[src/sv/ple_pkg.sv]
package ple_pkg;

    localparam int LIST_CAP_DEF = 16;

    localparam logic [2:0] ACT_INS_FRONT = 3'd0;
    localparam logic [2:0] ACT_APPEND    = 3'd1;
    localparam logic [2:0] ACT_INS_POS   = 3'd2;
    localparam logic [2:0] ACT_DEL_POS   = 3'd3;
    localparam logic [2:0] ACT_TRAVERSE  = 3'd4;
    localparam logic [2:0] ACT_CLEAR     = 3'd5;

    localparam logic [1:0] ST_OK    = 2'd0;
    localparam logic [1:0] ST_RANGE = 2'd1;
    localparam logic [1:0] ST_FULL  = 2'd2;

    typedef struct packed {
        logic [2:0]         action;
        logic [6:0]         position;
        logic signed [31:0] value;
    } item_t;

    typedef struct packed {
        logic [1:0]         status;
        logic signed [31:0] elem_value;
        logic [5:0]         elem_index;
        logic [6:0]         count;
        logic               last;
    } result_t;

    typedef enum logic [1:0] {
        S_IDLE,
        S_EXEC,
        S_TRAV
    } state_t;

    typedef struct packed {
        logic load;
        logic exec;
        logic trav_step;
    } dp_cmd_t;

    typedef struct packed {
        logic is_trav;
        logic empty;
        logic trav_last;
    } dp_stat_t;

endpackage

[src/sv/ple_ctrl.sv]
module ple_ctrl (
    input  logic              clk,
    input  logic              rst_n,
    input  logic              start,
    input  ple_pkg::dp_stat_t stat,
    output ple_pkg::dp_cmd_t  cmd,
    output logic              busy
);
    import ple_pkg::*;

    state_t state_reg;
    state_t state_next;

    always_ff @(posedge clk or negedge rst_n)
    begin
        if (!rst_n)
        begin
            state_reg <= S_IDLE;
        end
        else
        begin
            state_reg <= state_next;
        end
    end

    always_comb
    begin
        state_next = state_reg;
        case (state_reg)
            S_IDLE:
            begin
                if (start)
                begin
                    state_next = S_EXEC;
                end
            end
            S_EXEC:
            begin
                if (stat.is_trav && !stat.empty && !stat.trav_last)
                begin
                    state_next = S_TRAV;
                end
                else
                begin
                    state_next = S_IDLE;
                end
            end
            S_TRAV:
            begin
                if (stat.trav_last)
                begin
                    state_next = S_IDLE;
                end
            end
            default:
            begin
                state_next = S_IDLE;
            end
        endcase
    end

    always_comb
    begin
        cmd  = '0;
        busy = 1'b1;
        case (state_reg)
            S_IDLE:
            begin
                busy     = 1'b0;
                cmd.load = start;
            end
            S_EXEC:
            begin
                if (stat.is_trav && !stat.empty)
                begin
                    cmd.trav_step = 1'b1;
                end
                else
                begin
                    cmd.exec = 1'b1;
                end
            end
            S_TRAV:
            begin
                cmd.trav_step = 1'b1;
            end
            default:
            begin
                busy = 1'b0;
            end
        endcase
    end

endmodule

[src/sv/ple_dpath.sv]
module ple_dpath #(
    parameter int LIST_CAP = ple_pkg::LIST_CAP_DEF
) (
    input  logic              clk,
    input  logic              rst_n,
    input  ple_pkg::item_t    item,
    input  ple_pkg::dp_cmd_t  cmd,
    output ple_pkg::dp_stat_t stat,
    output ple_pkg::result_t  result,
    output logic              result_valid
);
    import ple_pkg::*;

    localparam int CW = $clog2(LIST_CAP + 1);
    localparam int IW = $clog2(LIST_CAP);

    item_t              item_reg;
    logic signed [31:0] cells_reg [LIST_CAP];
    logic signed [31:0] cells_next [LIST_CAP];
    logic signed [31:0] up [LIST_CAP];
    logic signed [31:0] dn [LIST_CAP];
    logic [CW-1:0]      count_reg;
    logic [CW-1:0]      count_next;
    logic [IW-1:0]      trav_idx_reg;
    logic [IW-1:0]      trav_idx_next;
    result_t            result_reg;
    result_t            result_next;
    logic               valid_reg;
    logic [6:0]         idx;
    logic [6:0]         tgt;
    logic [6:0]         cnt7;
    logic [1:0]         st;

    assign cnt7 = 7'(count_reg);
    assign idx  = (item_reg.position == 7'd0) ? 7'd0 : item_reg.position - 7'd1;

    always_comb
    begin
        case (item_reg.action)
            ACT_INS_FRONT: tgt = 7'd0;
            ACT_APPEND:    tgt = cnt7;
            default:       tgt = idx;
        endcase
    end

    always_comb
    begin
        for (int i = 0; i < LIST_CAP; i++)
        begin
            up[i] = cells_reg[(i + 1) % LIST_CAP];
            dn[i] = cells_reg[(i + LIST_CAP - 1) % LIST_CAP];
        end
    end

    assign stat.is_trav   = (item_reg.action == ACT_TRAVERSE);
    assign stat.empty     = (count_reg == '0);
    assign stat.trav_last = (CW'(trav_idx_reg) == count_reg - CW'(1));

    always_comb
    begin
        cells_next    = cells_reg;
        count_next    = count_reg;
        trav_idx_next = trav_idx_reg;
        result_next   = result_reg;
        st            = ST_OK;

        if (cmd.load)
        begin
            trav_idx_next = '0;
        end

        if (cmd.exec)
        begin
            case (item_reg.action)
                ACT_INS_FRONT, ACT_APPEND, ACT_INS_POS:
                begin
                    if (tgt > cnt7)
                    begin
                        st = ST_RANGE;
                    end
                    else if (count_reg >= CW'(LIST_CAP))
                    begin
                        st = ST_FULL;
                    end
                    else
                    begin
                        for (int i = 0; i < LIST_CAP; i++)
                        begin
                            if (7'(i) > tgt)
                            begin
                                cells_next[i] = dn[i];
                            end
                            else if (7'(i) == tgt)
                            begin
                                cells_next[i] = item_reg.value;
                            end
                        end
                        count_next = count_reg + CW'(1);
                    end
                end
                ACT_DEL_POS:
                begin
                    if (idx >= cnt7)
                    begin
                        st = ST_RANGE;
                    end
                    else
                    begin
                        for (int i = 0; i < LIST_CAP - 1; i++)
                        begin
                            if (7'(i) >= idx)
                            begin
                                cells_next[i] = up[i];
                            end
                        end
                        count_next = count_reg - CW'(1);
                    end
                end
                ACT_TRAVERSE:
                begin
                    st = ST_RANGE;
                end
                ACT_CLEAR:
                begin
                    count_next = '0;
                end
                default:
                begin
                    st = ST_OK;
                end
            endcase
            result_next.status     = st;
            result_next.elem_value = '0;
            result_next.elem_index = '0;
            result_next.count      = 7'(count_next);
            result_next.last       = 1'b1;
        end

        if (cmd.trav_step)
        begin
            // rotate the valid cells so the head walks out one per beat
            for (int i = 0; i < LIST_CAP; i++)
            begin
                if (CW'(i) + CW'(1) < count_reg)
                begin
                    cells_next[i] = up[i];
                end
                else if (CW'(i) + CW'(1) == count_reg)
                begin
                    cells_next[i] = cells_reg[0];
                end
            end
            trav_idx_next          = trav_idx_reg + IW'(1);
            result_next.status     = ST_OK;
            result_next.elem_value = cells_reg[0];
            result_next.elem_index = 6'(trav_idx_reg);
            result_next.count      = cnt7;
            result_next.last       = stat.trav_last;
        end
    end

    always_ff @(posedge clk)
    begin
        if (cmd.load)
        begin
            item_reg <= item;
        end
        cells_reg  <= cells_next;
        result_reg <= result_next;
    end

    always_ff @(posedge clk or negedge rst_n)
    begin
        if (!rst_n)
        begin
            count_reg    <= '0;
            trav_idx_reg <= '0;
            valid_reg    <= 1'b0;
        end
        else
        begin
            count_reg    <= count_next;
            trav_idx_reg <= trav_idx_next;
            valid_reg    <= cmd.exec | cmd.trav_step;
        end
    end

    assign result       = result_reg;
    assign result_valid = valid_reg;

endmodule

[src/sv/positional_list_engine.sv]
// Positional list engine: an ordered list of up to LIST_CAP signed 32-bit values.
// Command channel: drive item (action, position, value) with start; the beat is
// taken on a rising edge with start high and busy low. busy stays high while the
// beat is worked on.
// Result channel: each result beat is on result for one cycle, marked by
// result_valid; result.last marks the final beat of a command.
// The status beat of an edit, clear or empty traverse is registered from the
// execute state, and busy drops in the cycle that beat shows, so a new command
// can be taken only once the previous one has delivered its beat.
// Traverse of N elements: N beats on consecutive cycles, the first registered
// from the execute state; the next command can follow once the last beat shows.
// The list cells rotate by one place per beat and are back in order after the
// last beat. Insert and delete shift every cell behind the position at once.
// Reset clears the element count and the controller; cell contents are kept
// invalid by the count. The receiver cannot stall: every beat must be taken.
module positional_list_engine #(
    parameter int LIST_CAP = ple_pkg::LIST_CAP_DEF
) (
    input  logic             clk,
    input  logic             rst_n,
    input  logic             start,
    output logic             busy,
    input  ple_pkg::item_t   item,
    output ple_pkg::result_t result,
    output logic             result_valid
);
    import ple_pkg::*;

    dp_cmd_t  cmd;
    dp_stat_t stat;

    ple_ctrl u_ctrl (
        .clk   (clk),
        .rst_n (rst_n),
        .start (start),
        .stat  (stat),
        .cmd   (cmd),
        .busy  (busy)
    );

    ple_dpath #(
        .LIST_CAP (LIST_CAP)
    ) u_dpath (
        .clk          (clk),
        .rst_n        (rst_n),
        .item         (item),
        .cmd          (cmd),
        .stat         (stat),
        .result       (result),
        .result_valid (result_valid)
    );

    a_accept_busy: assert property (@(posedge clk) disable iff (!rst_n)
        start && !busy |=> busy)
        else $error("busy not raised after accepted command");

    a_last_gap: assert property (@(posedge clk) disable iff (!rst_n)
        result_valid && result.last |=> !result_valid)
        else $error("result beat right after last beat");

    a_err_last: assert property (@(posedge clk) disable iff (!rst_n)
        result_valid && result.status != ST_OK |-> result.last)
        else $error("error status on non-final beat");

    a_count_cap: assert property (@(posedge clk) disable iff (!rst_n)
        result_valid |-> result.count <= 7'(LIST_CAP))
        else $error("count above capacity");

endmodule

[config.mk]
export PLATFORM = sky130hd
export DESIGN_NAME = positional_list_engine
export DESIGN_NICKNAME = d
export VERILOG_FILES = /design/src/sv/ple_pkg.sv /design/src/sv/ple_ctrl.sv /design/src/sv/ple_dpath.sv /design/src/sv/positional_list_engine.sv
export SDC_FILE = /design/constraint.sdc
export NUM_CORES = 2
export LEC_CHECK = 0
export BUFFER_PORTS_ARGS = -buffer_cell sky130_fd_sc_hd__buf_2
export CORE_MARGIN = 1.5
export CORE_UTILIZATION = 35
export DETAILED_ROUTE_END_ITERATION = 8
export PLACE_DENSITY = 0.61
export SLEW_MARGIN = 40
export SYNTH_ARGS = -nofsm -noshare
export SYNTH_HDL_FRONTEND = slang
export SYNTH_SLANG_ARGS = --single-unit
[constraint.sdc]
create_clock -name clk -period 9.6 [get_ports clk]
set_input_delay 0.96 -clock clk [delete_from_list [all_inputs] [get_ports clk]]
set_output_delay 0.96 -clock clk [all_outputs]
set_load 0.02 [all_outputs]
======== Yosys cells after proc, flatten, opt, wreduce, memory -nomap -nowiden ========
Cells that the tools add are included.
storage, ports and cells
  flip-flop bits (word level) ............. 610
  input bits .............................. 45
  output and inout bits ................... 50
  logic and storage cells ................. 249
cells by class
  bitwise operators ....................... 1
  mux-type cells .......................... 110
  $lt $le $gt $ge ......................... 50
  eq/ne operators ......................... 42
  reductions and logical operators ........ 14
  add/subtract/negate cells ............... 4
operators with widths
  kind                count
  $mux 32             80
  $mux 512            4
  $pmux 480 s2        1
  $mux 480            1
  $mux 46             2
  $eq 4x7->1 const A  8
  $gt 4x7->1 const A  8
  $ge 4x7->1 const A  7
  $eq 4x5->1 const A  8
  $lt 4x5->1 const A  8
  $eq 3x7->1 const A  4
  $ge 3x7->1 const A  4
  $gt 3x7->1 const A  4
  $eq 3x5->1 const A  4
  $lt 3x5->1 const A  4
  $mux 5              3
  $pmux 5 s3          1
  $eq 2x7->1 const A  2
  $ge 1x7->1 const A  2
  $ge 2x7->1 const A  2
  $gt 1x7->1 const A  2
  $gt 2x7->1 const A  2
  $logic_not 7->1     2
  $pmux 7 s2          1
  other kinds (39)    57

======== Depth between registers and ports, before layout ========
  depth after elaboration ................. 13
  gate-level depth with buffers ........... 22
  gate-level depth less buffers ........... 16

======== Cells and area by module ========
Synthesis repeated with hierarchy kept, for this count alone.
unflattened totals
  cell total of the unflattened synthesis .. 5,998
  area, all modules ....................... 46,039.2 um^2
by module, submodules not included
  module     sequential area each (um^2)  instances  cells each  area an instance (um^2)
  ple_dpath  13,382.8                     1          5,979       45,850.2
  ple_ctrl   50.0                         1          19          188.9

======== Least setup slack after synthesis ========
Ideal clock, no wire load.
  path kind ............................... reg2reg
  from .................................... reg u_dpath.item_reg[32] (netlist name)
  to ...................................... reg u_dpath.result_reg, in the netlist u_dpath.result[3] (data pin)
  setup time .............................. 270 ps
  arrival time ............................ 4,433 ps
  stages on the path, launching flop included .. 20
  slack ................................... 4,897 ps
  period minus slack after synthesis ...... 4,703 ps
  path buffers ............................ 4
  cell sequence ........................... edfxtp_1 -> clkbuf_1 -> inv_1 -> ha_1 -> or4b_1 -> o21ai_0 -> o21a_1 -> clkinv_1 -> clkbuf_1 -> ha_1 -> nand2b_1 -> a21oi_1 -> o221a_2 -> nor3_2 -> buf_2 -> buf_4 -> nand2_1 -> a21o_1 -> a221oi_1 -> a21oi_1
RTL lines
  what                    RTL line          RTL
  from (decl)             ple_dpath.sv:17   item_t item_reg;
  from (signal assigned)  ple_dpath.sv:166  item_reg <= item;
  to (signal assigned)    ple_dpath.sv:169  result_reg <= result_next;
  to (decl)               ple_dpath.sv:26   result_t result_reg;

==> reports/qor.csv <==
stage,metric,value,unit
status,status,finished with violations,
status,failing checks,design-rule violations,
worst_setup_path,r2r setup slk,2640,ps
floorplan,Starting Density,0.352,
grt,Total Routing Usage GR,0.352,
logic_synthesis,predominant post-synthesis flop cell,dfxtp_1,
final_layout,Layout area overhead,10.6,%
logic_synthesis,register area share after synthesis,0.299,
sta,Period minus WS final,6960,ps
worst_setup_path,Worst Setup SP,u_dpath.item_reg[32],
sta,Final Hold Fails,0,
floorplan,Chip Width,361,um
final_layout,share of layout cells above drive strength 1,0.113,
drt,DRC viols,1,
power,Pint,7.44,mW
clock_network,CTS clock-pin slew for the worst setup and hold paths,70,ps
sta,final setup fails,0,
placed_design,GPL Wtd Cong,1.04,
drt,total number of vias,53900,
logic_synthesis,synthesized area per cell,7.51,um2
drt,TritonRoute pass-1 iters,9,
power,Pwr Total,15.0,mW
clock_network,clk root buf,clkbuf_16,
flow_run,number of max-cap violations,0,
grt,initial antenna violation count,11,
worst_setup_path,reg2reg end,u_dpath.cells_reg[445],
drt,Iteration-0 DRC Markers,9868,
power,P_sw,7.59,mW
floorplan,IO Pins,95,
drt,DR WL/cell,32.8,um
logic_synthesis,number of synthesized flops with an enable pin,116,
logic_synthesis,"area leader, netlist",dfxtp_1,
logic_synthesis,"count leader, synth",nand2_1,
worst_setup_path,FF-to-FF path depth,18,
sta,Slew HR,0.364,
worst_setup_path,WP data required,10220,ps
logic_synthesis,synthesized area,44900,um2
drt,routed wire length,241000,um
sta,setup TNS,0,ps
logic_synthesis,"FFs w/ async S/R, synth",0.0197,
logic_synthesis,Netlist cell types,106,
logic_synthesis,synthesis-stage register bit count,610,
grt,largest net degree at the start of global routing,78,
placed_design,pre-CTS setup slack,2950,ps
power,VDD IR max,0.000183,V
drt,Final ANT Viol Nets,0,
placed_design,DP Wirelength,151000,um
final_layout,Filler cells,12900,
clock_network,Clock Latency Late Sink,740,ps
drt,Via-to-Cell Ratio,7.31,
worst_setup_path,Crit path arrival time,7580,ps
clock_network,CTS tree,built,
clock_network,# resized after CTS,0,
worst_setup_path,crit-path max FO,50,
worst_setup_path,critical path endpoint category,register,
sta,unrepaired setup endpoints after global routing,no,
sta,Min Hold Slack,120,ps
final_layout,nets,5698,
sta,worst slew pin tran,949,ps
clock_network,Sink Count,610,
floorplan,die area,130000,um2
power,Clk network pwr share,0.210,
power,Leak,16.4,nW
clock_network,Post-CTS Setup Bufs,0,
logic_synthesis,share of the synthesized area in the top cell type,0.215,
clock_network,"Hold-fix buffers, CTS",0,
floorplan,core area,128000,um2
grt,grt total ovfl,0,
floorplan,Die Height,361,um
power,Seq pwr share,0.313,
placed_design,I/O Buffers,90,
clock_network,Num CTS Buffers,80,
grt,first-pass GRT wire length,346000,um
power,combinational share of power,0.476,
grt,vias in the first global route,48000,
power,Sw Ratio,0.505,
clock_network,H-Tree Depth,3,
final_layout,max reg flops,512,
logic_synthesis,Synthesis Warnings,0,
clock_network,buffer levels on the longest clock path,3,
floorplan,Rows,131,
sta,fin worst setup slack,2640,ps
sta,Fmax achieved,144,MHz
sta,Setup Skew,51.0,ps
worst_setup_path,Crit Reg-Reg Startpoint,u_dpath.item_reg[32],
worst_setup_path,CP endpoint,u_dpath.cells_reg[445],
power,pwr dens,302,nW/um2
hold_path,HP Class,in2async,
logic_synthesis,Syn Inst Count,5984,
logic_synthesis,synth top area cells,"dfxtp_1 (21%), edfxtp_1 (7.8%), nand2_1 (7.3%), clkbuf_1 (5.0%), a21oi_1 (4.7%)",
logic_synthesis,Synth top cells by count,"nand2_1 (870), clkbuf_1 (600), dfxtp_1 (482)",
sta,Max Transition Viols Final,0,
worst_setup_path,critical path type,reg2reg,
worst_setup_path,Setup crit start kind,register,
sta,post-route clock period utilization,0.725,
-- layer usage --
layer / vias to the layer above / global-route usage / wire (um)
li1: 22600 / - / -
met1: 25600 / 0.472 / 93000
met2: 4753 / 0.466 / 91600
met4: 6 / 0.217 / 17600
met5: - / 0 / 32
met3: 855 / 0.135 / 38900
-- power by group through the flow --
stage	clock [mW]	combinational, mW	sequential [mW]
detailed placement	0	6.77	4.60
global route	3.26	7.48	4.71
floorplan	0	4.47	4.13
finish	3.16	7.16	4.71
global placement	0	6.60	4.60
CTS	3.17	6.80	4.55
-- per-stage QoR --
| stage | cells | cell area (um2) | utilization |
|---|---|---|---|
| final | 7363 | 49700 | 0.390 |
| after global routing | 7360 | 49700 | 0.390 |
| after CTS | 7358 | 49600 | 0.389 |
| after detailed placement | 7214 | 47000 | 0.368 |
| after global placement | 7198 | 46600 | 0.365 |
| after floorplan | 5987 | 44900 | - |
-- layout by cell type (no fill, tap or decap), drive strengths merged, types with 16 or more instances in the layout --
master	count
a2111oi	64
a211oi	95
a21o	72
a21oi	426
a221o	90
a221oi	124
a222oi	51
a22o	133
a22oi	239
a31o	25
a31oi	215
a32oi	16
and2	59
and3	95
buf	324
clkbuf	119
clkinv	20
dfxtp	482
edfxtp	116
ha	18
inv	28
mux2	28
mux2i	85
nand2	870
nand3	179
nor2	302
nor3	39
nor4	16
o211ai	114
o21a	46
o21ai	428
o221ai	135
o22a	53
o22ai	276
o32a	33
or3	95
-- critical path, cell delays in order, from the launching register on --
cell and delay (ps):
edfxtp_1 580, inv_1 170, ha_1 430, or4b_1 530
o21ai_0 400, o21a_1 340, clkinv_1 760, ha_1 620
nand2b_1 80, a21oi_1 90, o221a_2 370, nor3_4 230
buf_4 440, buf_4 650, nand4_1 390, buf_4 350
nor2_1 160, o221ai_1 150, o211ai_1 110
-- cell type report --
cell class	count	area (um2)	area share
clock inverters	25	255	0.00514
flip-flops and latches	610	13400	0.270
well taps	1662	2080	0.0419
repair buffers	324	2360	0.0475
multi-input cells	4591	29100	0.585
inverters	28	105	0.00212
diodes	4	10.0	0.000201
clock buffers	119	2370	0.0478
-- how the worst min path moves through the flow --
stage | cells after the start | to | slack, ps
CTS | 1 | u_dpath.count_reg[0] | 100
global route | 1 | u_dpath.count_reg[1] | 140
global placement | 2 | u_dpath.cells_reg[54] | 460
detailed placement | 2 | u_dpath.cells_reg[58] | 460
finish | 1 | u_dpath.count_reg[3] | 120
floorplan | 2 | u_dpath.cells_reg[49] | 440
-- kinds of logic (layout without fill, tap and decap cells) --
logic type      Yosys count  count (layout)  share of synthesized area
flops                   610             610                      0.299
compound gates         2734            2734                      0.427
other cells               1               8                  0.0000835
fa+ha+maj                18              18                    0.00501
simple gates           1714            1714                      0.172
xor+xnor                  8               8                    0.00156
mux                     113             113                     0.0260
buf+inv                 786             496                     0.0694
Power figures use the tool's default switching activity.
